--- config.mk ---
export PLATFORM = sky130hd
export DESIGN_NAME = bfe_front
export DESIGN_NICKNAME = d
export VERILOG_FILES = /design/src/rtl/core/bloom_filter_engine_macros.svh /design/src/rtl/core/bfe_pkg.sv /design/src/rtl/core/bfe_front.sv
export SDC_FILE = /design/constraint.sdc
export NUM_CORES = 1
export LEC_CHECK = 0
export BUFFER_PORTS_ARGS = -buffer_cell sky130_fd_sc_hd__buf_2
export CAP_MARGIN = 20
export CORE_ASPECT_RATIO = 2
export CORE_MARGIN = 10
export CORE_UTILIZATION = 29
export DETAILED_ROUTE_END_ITERATION = 12
export PLACE_DENSITY = 0.76
export SYNTH_ARGS = -nofsm -noshare
export SYNTH_HDL_FRONTEND = slang
export SYNTH_SLANG_ARGS = --single-unit
export TNS_END_PERCENT = 1
--- constraint.sdc ---
create_clock -name i_clk -period 0.81 [get_ports i_clk]
set_clock_uncertainty 0.1 [all_clocks]
set_input_delay 0.0405 -clock i_clk [delete_from_list [all_inputs] [get_ports i_clk]]
set_output_delay 0.0405 -clock i_clk [all_outputs]
set_load 0.02 [all_outputs]
--- src/rtl/core/bloom_filter_engine_macros.svh ---
// Assertion macros for the bloom filter engine.
// Used by the top level only; no other dependencies.
`ifndef BLOOM_FILTER_ENGINE_MACROS_SVH
`define BLOOM_FILTER_ENGINE_MACROS_SVH

// Check that a condition implies a consequence on the same edge.
`define BFE_ASSERT_IMP(label, clk, rst_n, cond, cons, msg) \
    label: assert property (@(posedge clk) disable iff (!rst_n) (cond) |-> (cons)) \
        else $error(msg);

// Check that a condition implies a consequence on the next edge.
`define BFE_ASSERT_NEXT(label, clk, rst_n, cond, cons, msg) \
    label: assert property (@(posedge clk) disable iff (!rst_n) (cond) |=> (cons)) \
        else $error(msg);

`endif

--- src/rtl/core/bfe_pkg.sv ---
// Shared types and constants for the bloom filter engine.
// No dependencies.
`default_nettype none
package bfe_pkg;
    localparam int unsigned MaxBits   = 1048576;
    localparam int unsigned StoreBytes = MaxBits / 8;
    localparam int unsigned AddrW     = $clog2(StoreBytes);
    localparam int unsigned IdxW      = $clog2(MaxBits);
    localparam int unsigned SizeW     = 21;
    localparam int unsigned CountW    = 6;

    localparam logic [1:0] OpInsert = 2'd0;
    localparam logic [1:0] OpLookup = 2'd1;
    localparam logic [1:0] OpClear  = 2'd2;
    localparam logic [1:0] OpUnused = 2'd3;

    localparam logic CfgNumBits   = 1'b0;
    localparam logic CfgHashCount = 1'b1;

    // Queue entry between front and back.
    typedef struct packed {
        logic [1:0]  opcode;
        logic [63:0] key;
    } t_cmd;

    function automatic logic [31:0] rotl32(input logic [31:0] x, input int unsigned r);
        rotl32 = (x << r) | (x >> (32 - r));
    endfunction
endpackage
`default_nettype wire

--- src/rtl/core/bfe_front.sv ---
// Front end: configuration registers and input acceptance into the queue.
// Depends on bfe_pkg.
`default_nettype none
module bfe_front (
    input  wire logic                       i_clk,
    input  wire logic                       i_rst_n,
    input  wire logic                       i_valid,
    output logic                            o_ready,
    input  wire logic [1:0]                 i_opcode,
    input  wire logic [63:0]                i_key,
    input  wire logic                       i_cfg_valid,
    output logic                            o_cfg_ready,
    input  wire logic                       i_cfg_index,
    input  wire logic                       i_cfg_hi,
    input  wire logic [31:0]                i_cfg_data,
    output logic                            o_q_valid,
    input  wire logic                       i_q_ready,
    output bfe_pkg::t_cmd                   o_q_cmd,
    output logic [bfe_pkg::SizeW-1:0]       o_size,
    output logic [bfe_pkg::CountW-1:0]      o_count
);
    logic [bfe_pkg::SizeW-1:0]  r_size;
    logic [bfe_pkg::CountW-1:0] r_count;

    assign o_ready     = i_q_ready;
    assign o_q_valid   = i_valid;
    assign o_q_cmd     = '{opcode: i_opcode, key: i_key};
    assign o_cfg_ready = 1'b1;
    assign o_size      = r_size;
    assign o_count     = r_count;

    always_ff @(posedge i_clk) begin
        if (!i_rst_n) begin
            r_size  <= bfe_pkg::SizeW'(bfe_pkg::MaxBits);
            r_count <= bfe_pkg::CountW'(7);
        end else if (i_cfg_valid && !i_cfg_hi) begin
            // indexes beyond the list are dropped
            unique case (i_cfg_index)
                bfe_pkg::CfgNumBits:   r_size  <= i_cfg_data[bfe_pkg::SizeW-1:0];
                bfe_pkg::CfgHashCount: r_count <= i_cfg_data[bfe_pkg::CountW-1:0];
                default: ;
            endcase
        end
    end
endmodule
`default_nettype wire

==> flow_summary.yaml <==
run_status:
  status: "finished with violations"
  violations: "negative hold slack, negative setup slack"
power_and_ir_drop:
  leakage_nw: 1.76
  p_per_area_nw_per_um2: 1190
  ir_worst_vdd_mv: 0.712
  finalPower_mw: 3.30
sta:
  worst_slack_ns: -0.0755
  slew_violations: 0
  rsz0062_at_grt: "true"
  min_period_ns: 0.885
  whs_ns: -0.00804
  tns_ns: -1.60
  hold_viol_final: 1
  period_share_pct: 109
  setup_viol: 27
  fmax_mhz: 1130
floorplanning:
  die_area_um2: 9150
  chipWidth_um: 72.8
  core_area_um2: 5420
  die_h_um: 126
  initial_utilization_pct: 29.8
  rows: 38
  ios: 201
global_routing:
  grt_pass1_wl_um: 9020
  grt_pass1_vias: 1725
  gr-usage-met2_pct: 21.9
  gr-usage-all-layers_pct: 12.1
  grt_antenna_before_repair: 1
  gr-total-overflow: 0
  grt.met3_usage_pct: 6.84
  met1_usage_pct: 9.96
  grt-busiest-layer: "met2"
  grt_max_degree: 25
routing:
  drt-pass1-iter-count: 2
  routedWlPerCell_um: 19.3
  vias_per_cell: 4.54
  drc: 0
  routed_wl_um: 6180
  ant_nets: 0
  drt_iter0_drc: 23
  vias: 1456
logic_synthesis:
  syn_area_per_cell_um2: 8.74
  ys_top_cells_by_area: "dfxtp_1, buf_4, mux2i_1"
  synthCells: 185
  ys_types: 15
  ys_seq_area_share_pct: 33.4
  synth_area_um2: 1620
  synth_fp_nets: 290
  synth_largest_area_cell: "dfxtp_1"
  synth_top_area_share_pct: 33.4
  synth-seq-cells: 27
  yosysWarnings: 0
clocking:
  path_clk_slew_ns: 0.09
  cts.sinks: 27
  worstSkewPairLatency_ns: 0.27
  tritoncts: "built"
  cts_made_buffers: 3
  clock-root-buffer: "clkbuf_8"
  clockBufferDepth: 2
  holdBufCountCts: 88
  h-tree-depth: 1
worst_setup_path:
  startpoint_type: "register"
  critPathKind: "reg2out"
  critPathTopFamily: "flip-flops"
  path_buf_inv: 1
  worstPathArrival_ns: 0.74
  critical_path.cell_chain: "buf_6"
  cp_slowest_cell: "dfxtp_2"
  crit_fanout: 2
  slowest_delay_ns: 0.36
  cp.required_ns: 0.67
  endpoint_kind: "output pin"
placed_design:
  dp_hpwl_um: 3210
  gp_congestion: 0.769
  io_buffers: 52
finish:
  finish.utilization_pct: 51.4
  mostFrequentLayoutCells: "dlymetal6s4s_1, nand2_1, dfxtp_2, buf_6, buf_2"
  final_common_cell: "dlymetal6s4s_1"
  drive_above_1_share_pct: 35.8
  area_growth_pct: 72.1
  num-nets-final: 366
worst_hold_path:
  holdCritPathClass: "in2reg"
flow_run:
  drv_cap: 0
-- sequential cells by signal, summed over array words and instances, names as in the netlist --
register / flops
o_count: 6
o_size: 21
-- final timing paths --
kind                      startpoint  depth (start not counted)  slack, ns                      end
max reg2reg  o_count[5]$_SDFFE_PN0P_                          3       0.03  o_count[5]$_SDFFE_PN0P_
min                   i_cfg_data[20]                          3     -0.008  o_size[20]$_SDFFE_PN1P_
max           o_size[0]$_SDFFE_PN0P_                          1      -0.08                o_size[0]
min reg2reg   o_size[8]$_SDFFE_PN0P_                          2       0.37   o_size[8]$_SDFFE_PN0P_
-- cell type report --
class                      instances  area [um^2]
antenna                            1         2.50
sequential                        27          574
fill                             452         2640
clock buffer                       4         45.0
timing repair buffer             147         1570
inverter                           4         15.0
tap                               60         75.1
multi-input combinational         78          502
-- where the power goes --
group	total, mW	switching, mW	internal, mW
clock	0.765	0.413	0.352
combinational	1.12	0.543	0.574
sequential	1.42	0.0354	1.39
total	3.30	0.991	2.31
-- through the flow --
stage	setup slack (ns)	instances	cell area, um^2	hold slack [ns]
after detailed placement	-0.220	227	1470	-0.0189
after CTS	-0.0926	319	2600	-0.00993
after global placement	-0.199	227	1470	-0.0189
after floorplan	-0.00393	185	1620	0.0826
final	-0.0755	321	2780	-0.00804
after global routing	-0.111	321	2780	0.000372
-- worst register-to-register path, delay by kind of cell, from the launching register on --
family | cells | cell delay (ns)
flip-flops | 1 | 0.34
AND/OR/NAND/NOR | 1 | 0.05
buffers and inverters | 1 | 0.13
multiplexers | 1 | 0.06
-- cells in the mapped netlist (all sizes together) --
| library cell | instances |
|---|---|
| o211ai | 4 |
| inv | 4 |
| nor3b | 1 |
| nand2 | 43 |
| and3b | 1 |
| dfxtp | 27 |
| mux2i | 23 |
| nand4b | 3 |
| nand4bb | 1 |
| nand3b | 1 |
| clkbuf | 2 |
| buf | 74 |
| conb | 1 |
-- logic make-up after synthesis --
kind of cell / synth area share [%]
compound gates: 1.86
buf+inv: 35.7
flops: 33.4
mux: 14.2
other cells: 0.232
simple gates: 14.5
-- layer usage --
| layer | part of all wire, % | up-vias |
|---|---|---|
| li1 | - | 668 |
| met1 | 34 | 625 |
| met2 | 50 | 153 |
| met3 | 14 | 10 |
| met4 | 2.4 | 0 |
| met5 | 0 | - |
-- timing repair --
action,4_1_cts,5_1_grt
pin swaps,0,2
setup endpoints to repair,27,101
endpoints found under the hold margin,95,1
buffers inserted,0,1
resized for setup,81,72
(Power assumes the default switching activity.)
