## config.mk

```make
export PLATFORM = sky130hd
export DESIGN_NAME = bfe_queue
export DESIGN_NICKNAME = d
export VERILOG_FILES = /design/src/rtl/core/bloom_filter_engine_macros.svh /design/src/rtl/core/bfe_pkg.sv /design/src/rtl/core/bfe_queue.sv
export SDC_FILE = /design/constraint.sdc
export NUM_CORES = 1
export LEC_CHECK = 0
export BUFFER_PORTS_ARGS = -buffer_cell sky130_fd_sc_hd__buf_2
export CAP_MARGIN = 20
export CORE_AREA = 2 2 88 123
export DETAILED_ROUTE_END_ITERATION = 8
export DIE_AREA = 0 0 90 125
export PLACE_DENSITY_LB_ADDON = 0.2
export SLEW_MARGIN = 15
export SYNTH_ARGS = -nofsm -noshare
export SYNTH_HDL_FRONTEND = slang
export SYNTH_SLANG_ARGS = --single-unit
```

## constraint.sdc

```tcl
create_clock -name i_clk -period 4.55 [get_ports i_clk]
set_input_delay 0.2275 -clock i_clk [delete_from_list [all_inputs] [get_ports i_clk]]
set_output_delay 0.2275 -clock i_clk [all_outputs]
set_load 0.1 [all_outputs]
```

## src/rtl/core/bloom_filter_engine_macros.svh

```systemverilog
// Assertion macros for the bloom filter engine.
// Used by the top level only; no other dependencies.
`ifndef BLOOM_FILTER_ENGINE_MACROS_SVH
`define BLOOM_FILTER_ENGINE_MACROS_SVH

// Check that a condition implies a consequence on the same edge.
`define BFE_ASSERT_IMP(label, clk, rst_n, cond, cons, msg) \
    label: assert property (@(posedge clk) disable iff (!rst_n) (cond) |-> (cons)) \
        else $error(msg);

// Check that a condition implies a consequence on the next edge.
`define BFE_ASSERT_NEXT(label, clk, rst_n, cond, cons, msg) \
    label: assert property (@(posedge clk) disable iff (!rst_n) (cond) |=> (cons)) \
        else $error(msg);

`endif

```

## src/rtl/core/bfe_pkg.sv

```systemverilog
// Shared types and constants for the bloom filter engine.
// No dependencies.
`default_nettype none
package bfe_pkg;
    localparam int unsigned MaxBits   = 1048576;
    localparam int unsigned StoreBytes = MaxBits / 8;
    localparam int unsigned AddrW     = $clog2(StoreBytes);
    localparam int unsigned IdxW      = $clog2(MaxBits);
    localparam int unsigned SizeW     = 21;
    localparam int unsigned CountW    = 6;

    localparam logic [1:0] OpInsert = 2'd0;
    localparam logic [1:0] OpLookup = 2'd1;
    localparam logic [1:0] OpClear  = 2'd2;
    localparam logic [1:0] OpUnused = 2'd3;

    localparam logic CfgNumBits   = 1'b0;
    localparam logic CfgHashCount = 1'b1;

    // Queue entry between front and back.
    typedef struct packed {
        logic [1:0]  opcode;
        logic [63:0] key;
    } t_cmd;

    function automatic logic [31:0] rotl32(input logic [31:0] x, input int unsigned r);
        rotl32 = (x << r) | (x >> (32 - r));
    endfunction
endpackage
`default_nettype wire

```

## src/rtl/core/bfe_queue.sv

```systemverilog
// Two-entry command queue that decouples the front from the back.
// Depends on bfe_pkg.
`default_nettype none
module bfe_queue (
    input  wire logic          i_clk,
    input  wire logic          i_rst_n,
    input  wire logic          i_valid,
    output logic               o_ready,
    input  wire bfe_pkg::t_cmd i_cmd,
    output logic               o_valid,
    input  wire logic          i_ready,
    output bfe_pkg::t_cmd      o_cmd
);
    bfe_pkg::t_cmd r_ent [2];
    logic          r_wp, r_rp;
    logic [1:0]    r_cnt;
    logic          w_push, w_pop;

    assign o_ready = (r_cnt != 2'd2);
    assign o_valid = (r_cnt != 2'd0);
    assign o_cmd   = r_ent[r_rp];
    assign w_push  = i_valid && o_ready;
    assign w_pop   = o_valid && i_ready;

    always_ff @(posedge i_clk) begin
        if (!i_rst_n) begin
            r_wp  <= 1'b0;
            r_rp  <= 1'b0;
            r_cnt <= 2'd0;
        end else begin
            if (w_push) r_wp <= ~r_wp;
            if (w_pop)  r_rp <= ~r_rp;
            r_cnt <= r_cnt + {1'b0, w_push} - {1'b0, w_pop};
        end
    end

    always_ff @(posedge i_clk) begin
        if (w_push) r_ent[r_wp] <= i_cmd;
    end
endmodule
`default_nettype wire

```

==> impl_metrics.ini, run 1 <==
[clock_network]
clock_latency_ns = 0.40
clock-sinks = 137
cts_max_level = 4
clkTransAtPathRegs_ns = 0.05
cts_buffers = 17
ctsResizeCount = 0
tritoncts = built
clockRootBuffer = clkbuf_16
clockBufferDepth = 2

[timing]
min_period_ns = 2.40
whs_ns = 0.0129
drv_slew = 0
hold_viol_final = 0
finalCritPeriodShare_pct = 52.8
slew_headroom_pct = 38.2
rsz0062_at_grt = false
skew_ns = 0.00633
setup_tns_ns = 0
timing.fmax_ghz = 0.416
setup_viol = 0
worstMarginPinSlew_ns = 0.927

[yosys]
synth_cells = 229
synthesis.area_um2 = 5160
netlist.area_leader.share_pct = 76.9
synthTopCellsByArea = edfxtp_1 (77%), mux2_4 (12%), mux2_2 (5.7%)
yosysSeqAreaShare_pct = 78.8
synth_seq_cells = 137
synth_area_leader_cell = edfxtp_1
synth.distinct_cells = 18
synth_warnings = 0
syn_area_per_cell_um2 = 22.5
synth_nets = 301

[routing]
firstDrtPassIters = 4
vias = 2674
drt_iter0_markers = 151
finalWirelength_um = 8640
drc_errors = 0
vias_per_cell = 4.74
antenna_left = 0
wire_per_inst_um = 15.3

[cells_and_area]
n_antenna_cell = 0
postLayoutCellArea_um2 = 6960
syn_to_final_growth_pct = 34.9
multi_input_area_um2 = 1040
seqCellArea_um2 = 4070
nFillCells = 732
drive_above_1_share_pct = 55.6
utilization_pct = 67.9
finalNetCount = 485

[worst_setup_path]
start_kind = flip-flop
critical_path_arrival_ns = 2.18
r2r_start = r_cnt[0]
cp-endpoint = o_cmd[0]
cp-end-kind = output pin
cp.required_ns = 4.32
r2r_slack_ns = 2.63
path_class = flip-flop to output pin
worst-r2r-cell-count = 4
r2r_end = r_ent[0][2]
critPathMaxFanout = 42

[place]
gp_congestion = 0.723
dpl_cell_area_um2 = 5970
port_buffers = 137
dpl.hpwl_um = 5040

[run]
cap_viol_max_count = 0

[power_and_ir_drop]
p_per_area_nw_per_um2 = 753
ir_drop_uv = 538
power.leakage_nw = 2.71
finalPower_mw = 5.24

[floorplan]
die_y_um = 125
coreArea_um2 = 10200
io_pins = 138
fp.dieArea_um2 = 11300
rows = 44
initial_core_util_pct = 50.4
die_x_um = 90

[global_route]
met1_usage_pct = 17.5
overflow = 0
grt_usage_pct = 15.5
busiest_layer = met2
gr-usage-met2_pct = 26.3
grt_max_degree = 67
grt_pass1_wl_um = 13000
grt_use_met3_pct = 5.12
antenna_found_initial = 0
grt_pass1_vias = 2665

[outcome]
status = finished, final reports clean

[min_path]
hold_path_class = input port to flip-flop
-- cell usage in the layout (no fill, tap or decap), types with 3 or more instances in the layout --
cell             n
mux2_4          40
bufinv_16        5
clkbuf_16       17
dfxtp_1          4
dlygate4sd3_1   33
clkinv_1         3
mux2_2          26
edfxtp_1       132
xnor2_1          3
buf_2          137
-- state kept, by name, indices dropped and copies added, names as in the netlist, named ones only --
register and flops:
r_ent 132, r_wp 1, r_rp 1, r_cnt 2
-- Yosys cell counts --
cell        n
and2_1      2
and3_1      1
buf_2       2
buf_6       5
dfxtp_1     5
edfxtp_1  132
ha_1        2
inv_1       1
mux2_2     26
mux2_4     40
mux2i_1     1
nand2_1     2
nand2b_1    2
nor2_1      1
nor2b_1     2
o21a_1      1
or2_2       1
xnor2_1     3
-- report_power, final --
| part | switching, mW | internal, mW | leakage [nW] |
|---|---|---|---|
| clock network | 0.480 | 0.965 | 0.302 |
| registers | 0.103 | 1.59 | 1.28 |
| logic | 1.65 | 0.455 | 1.14 |
-- layout make-up --
type | instances | share of cell area [%]
Tap cell | 138 | 2.48
Sequential cell | 137 | 58.5
Inverter | 1 | 0.0540
Timing Repair Buffer | 172 | 15.0
Clock inverter | 14 | 2.93
Clock buffer | 18 | 6.17
Multi-Input combinational cell | 84 | 14.9
-- cells by family after synthesis --
kind of cell	share of synthesized area [%]
compound gates	0.146
xor+xnor	0.510
fa+ha+maj	0.485
buf+inv	1.36
flops	78.8
mux	17.5
simple gates	1.19
-- how the worst min path moves through the flow --
| stage | startpoint | end | cells after the start |
|---|---|---|---|
| 6_report | i_cmd[50] | r_ent[1][50] | 1 |
| 3_3_place_gp | i_cmd[39] | r_ent[0][39] | 1 |
| 3_5_place_dp | i_cmd[42] | r_ent[1][42] | 1 |
| 5_1_grt | i_cmd[50] | r_ent[1][50] | 1 |
| 2_1_floorplan | i_cmd[0] | r_ent[0][0] | 0 |
| 4_1_cts | i_cmd[31] | r_ent[1][31] | 1 |
-- what timing repair did --
item | 4_1_cts | 5_1_grt
hold endpoints to repair | 47 | 18
hold buffers | 24 | 9
buffers inserted | 0 | 0
-- through the flow --
stage,instances,setup WS (ns)
floorplan,229,0.951
global placement,498,2.46
detailed placement,498,2.46
CTS,554,2.02
global route,564,2.04
finish,564,2.15
-- worst max-delay path, stage by stage (launching register included) --
cell and delay, ns:
dfxtp_4 0.81, buf_12 0.30, mux2_2 0.36, buf_2 0.29
-- layer usage --
metal  part of all wire, %  up-vias
li1                      -     1267
met1                    39     1294
met2                    53       99
met3                   5.9       14
met4                   2.1        0
met5                     0        -
No activity file was read; power rests on OpenSTA's default activity.
==> run 2: changes to the inputs <==
Settings changed: ABC_AREA from default to 1, CORE_AREA 2 2 88 123 to 2 2 92 130, DIE_AREA 0 0 90 125 to 0 0 94 132.
Clock period 4.55 ns to 2.15 ns, I/O delays scaled along.
==> run 2 against run 1 <==
Clock skew is 0.0019 ns higher; largest power group unchanged; critical endpoint is now o_cmd[21]; first-iteration DRC count is 31% lower; wire length is 12% higher; worst hold slack better by 0.037 ns; die area is 10% higher.
==> impl_metrics.ini, run 2 <==
[yosys]
synth_warnings = 0
synth_area_leader_cell = edfxtp_1
synth_edf_count = 132
synth_nets = 313
netlist.area_leader.share_pct = 76.8
synthTopCellsByArea = edfxtp_1 (77%), mux2_4 (12%), mux2_2 (5.7%)
synth.distinct_cells = 12
synth.most_common_cell = edfxtp_1
ys_top_cells_by_count = edfxtp_1 (132), mux2_4 (40), mux2_2 (26)
synthesis.area_um2 = 5160
ys.flop_type = edfxtp_1
synth-async-reset-ratio_pct = 0
synth_seq_cells = 137
yosysSeqAreaShare_pct = 78.7
syn_area_per_cell_um2 = 21.4
synth_cells = 241

[routing]
antenna_left = 0
drc_errors = 0
firstDrtPassIters = 4
vias_per_cell = 4.70
drt_iter0_markers = 104
vias = 2923
finalWirelength_um = 9720
wire_per_inst_um = 15.6

[clock_network]
cts_max_level = 4
cts_buffers = 17
clock_latency_ns = 0.40
clock-sinks = 137
ctsResizeCount = 0
clockBufferDepth = 2
clockRootBuffer = clkbuf_16
tritoncts = built
post_cts_buffers = 0
cts_hold_buf = 68
clkTransAtPathRegs_ns = 0.06

[cells_and_area]
n_antenna_cell = 0
final_common_cell = buf_2
finalNetCount = 537
syn_to_final_growth_pct = 44.3
largest-register = r_ent
mostFrequentLayoutCells = buf_2 (137), edfxtp_1 (132), dlygate4sd3_1 (68), mux2_4 (40), mux2_2 (26)
drive_above_1_share_pct = 51.3
largestRegisters = r_ent (132), r_cnt (2)
largest_reg_flops = 132

[power_and_ir_drop]
ir_drop_uv = 1340
power.leakage_nw = 2.93
p_sw_mw = 4.79
power.internal_mw = 6.52
clkPwrFrac_pct = 27.5
swShare_pct = 42.4
p_per_area_nw_per_um2 = 1520
seq_power_share_pct = 31.2
p_comb_share_pct = 41.3

[timing]
rsz0062_at_grt = false
finalCritPeriodShare_pct = 88.4
skew_ns = 0.00822
setup_viol = 0
min_period_ns = 1.90
finalWorstSetupSlack_ns = 0.249
slew_headroom_pct = 66.0
worstMarginPinSlew_ns = 0.513
setup_tns_ns = 0
hold_viol_final = 0
drv_slew = 0
timing.fmax_ghz = 0.526

[run]
cap_viol_max_count = 0

[worst_setup_path]
start_kind = flip-flop
cp-end-kind = output pin
path_class = flip-flop to output pin
r2r_start = r_cnt[0]
critical_path_arrival_ns = 1.79
cp.required_ns = 2.04
critPathMaxFanout = 23

[place]
gp_congestion = 0.689
dpl.hpwl_um = 6300
port_buffers = 137
place_ws_ns = 0.577

[global_route]
antenna_found_initial = 0
grt_pass1_wl_um = 14900
grt_usage_pct = 16.2
grt_pass1_vias = 3143
overflow = 0
grt_max_degree = 30

[floorplan]
fp.dieArea_um2 = 12400
coreArea_um2 = 11200
die_y_um = 132
io_pins = 138
initial_core_util_pct = 46.0
die_x_um = 94
rows = 46

[min_path]
hold_path_class = input port to flip-flop
min_from = i_ready

[outcome]
status = finished, final reports clean
## run 2: cell types whose count changed after synthesis, sizes merged, moves of 2 or more
cell,before,now
a21oi,0,2
and2,2,0
inv,1,7
nand2,2,9
nand2b,2,0
nand3,0,3
nor2,1,8
nor2b,2,0
xnor2,3,0
## run 2: stage by stage
| step | hold WS (ns) | cell area [µm²] | power [mW] | util (%) | std cells |
|---|---|---|---|---|---|
| final | 0.0503 | 7450 | 11.3 | 66.4 | 622 |
| after global routing | 0.0798 | 7450 | 11.7 | 66.4 | 622 |
| after CTS | 0.0197 | 7450 | 11.4 | 66.4 | 622 |
| after detailed placement | 0.300 | 6130 | 8.18 | 54.6 | 522 |
| after global placement | 0.295 | 6130 | 8.13 | 54.6 | 522 |
| after floorplan | 0.201 | 5190 | 7.50 | - | 241 |
## run 2: layout make-up
cell class,instances,area [µm²]
Sequential cell,137,4070
Timing Repair Buffer,212,1490
Inverter,7,30.0
Fill cell,788,3770
Clock buffer,21,450
Tap cell,144,180
Clock inverter,11,195
Multi-Input combinational cell,90,1030
## run 2: per-layer routing
metal	part of all wire [%]	up-vias	track usage, %
met5	0	-	0
met4	1.8	0	8.13
met3	4.7	13	5.26
met2	56	88	28.8
met1	38	1434	16.9
li1	-	1388	-
## run 2: power by group through the flow
stage / combinational (mW) / clock (mW) / sequential [mW]
2_1_floorplan: 3.98 / 0 / 3.53
3_3_place_gp: 4.57 / 0 / 3.56
3_5_place_dp: 4.60 / 0 / 3.58
4_1_cts: 4.70 / 3.17 / 3.53
5_1_grt: 4.84 / 3.28 / 3.56
6_report: 4.68 / 3.11 / 3.53
## run 2: worst paths after layout
path,slack (ns),end,cells after the start
worst max register to register,0.56,r_cnt[1],10
worst max-delay path,0.25,o_cmd[21],3
worst min-delay path,0.05,r_rp,4
worst min register to register,0.53,r_rp,2
## run 2: cells by family (layout without fill, tap and decap cells)
kind of cell / after synthesis / in the layout / share of synthesized area [%]
muxes: 66 / 66 / 17.3
buffers and inverters: 14 / 251 / 1.79
AOI/OAI and AO/OA: 2 / 2 / 0.194
DFF: 137 / 137 / 78.7
adders and majority gates: 2 / 2 / 0.485
and+or+nand+nor: 20 / 20 / 1.53
## run 2: worst max-delay path, cell delays in order (launching register included)
cell	delay (ns)
dfxtp_4	0.47
buf_12	0.24
mux2_2	0.36
buf_2	0.29
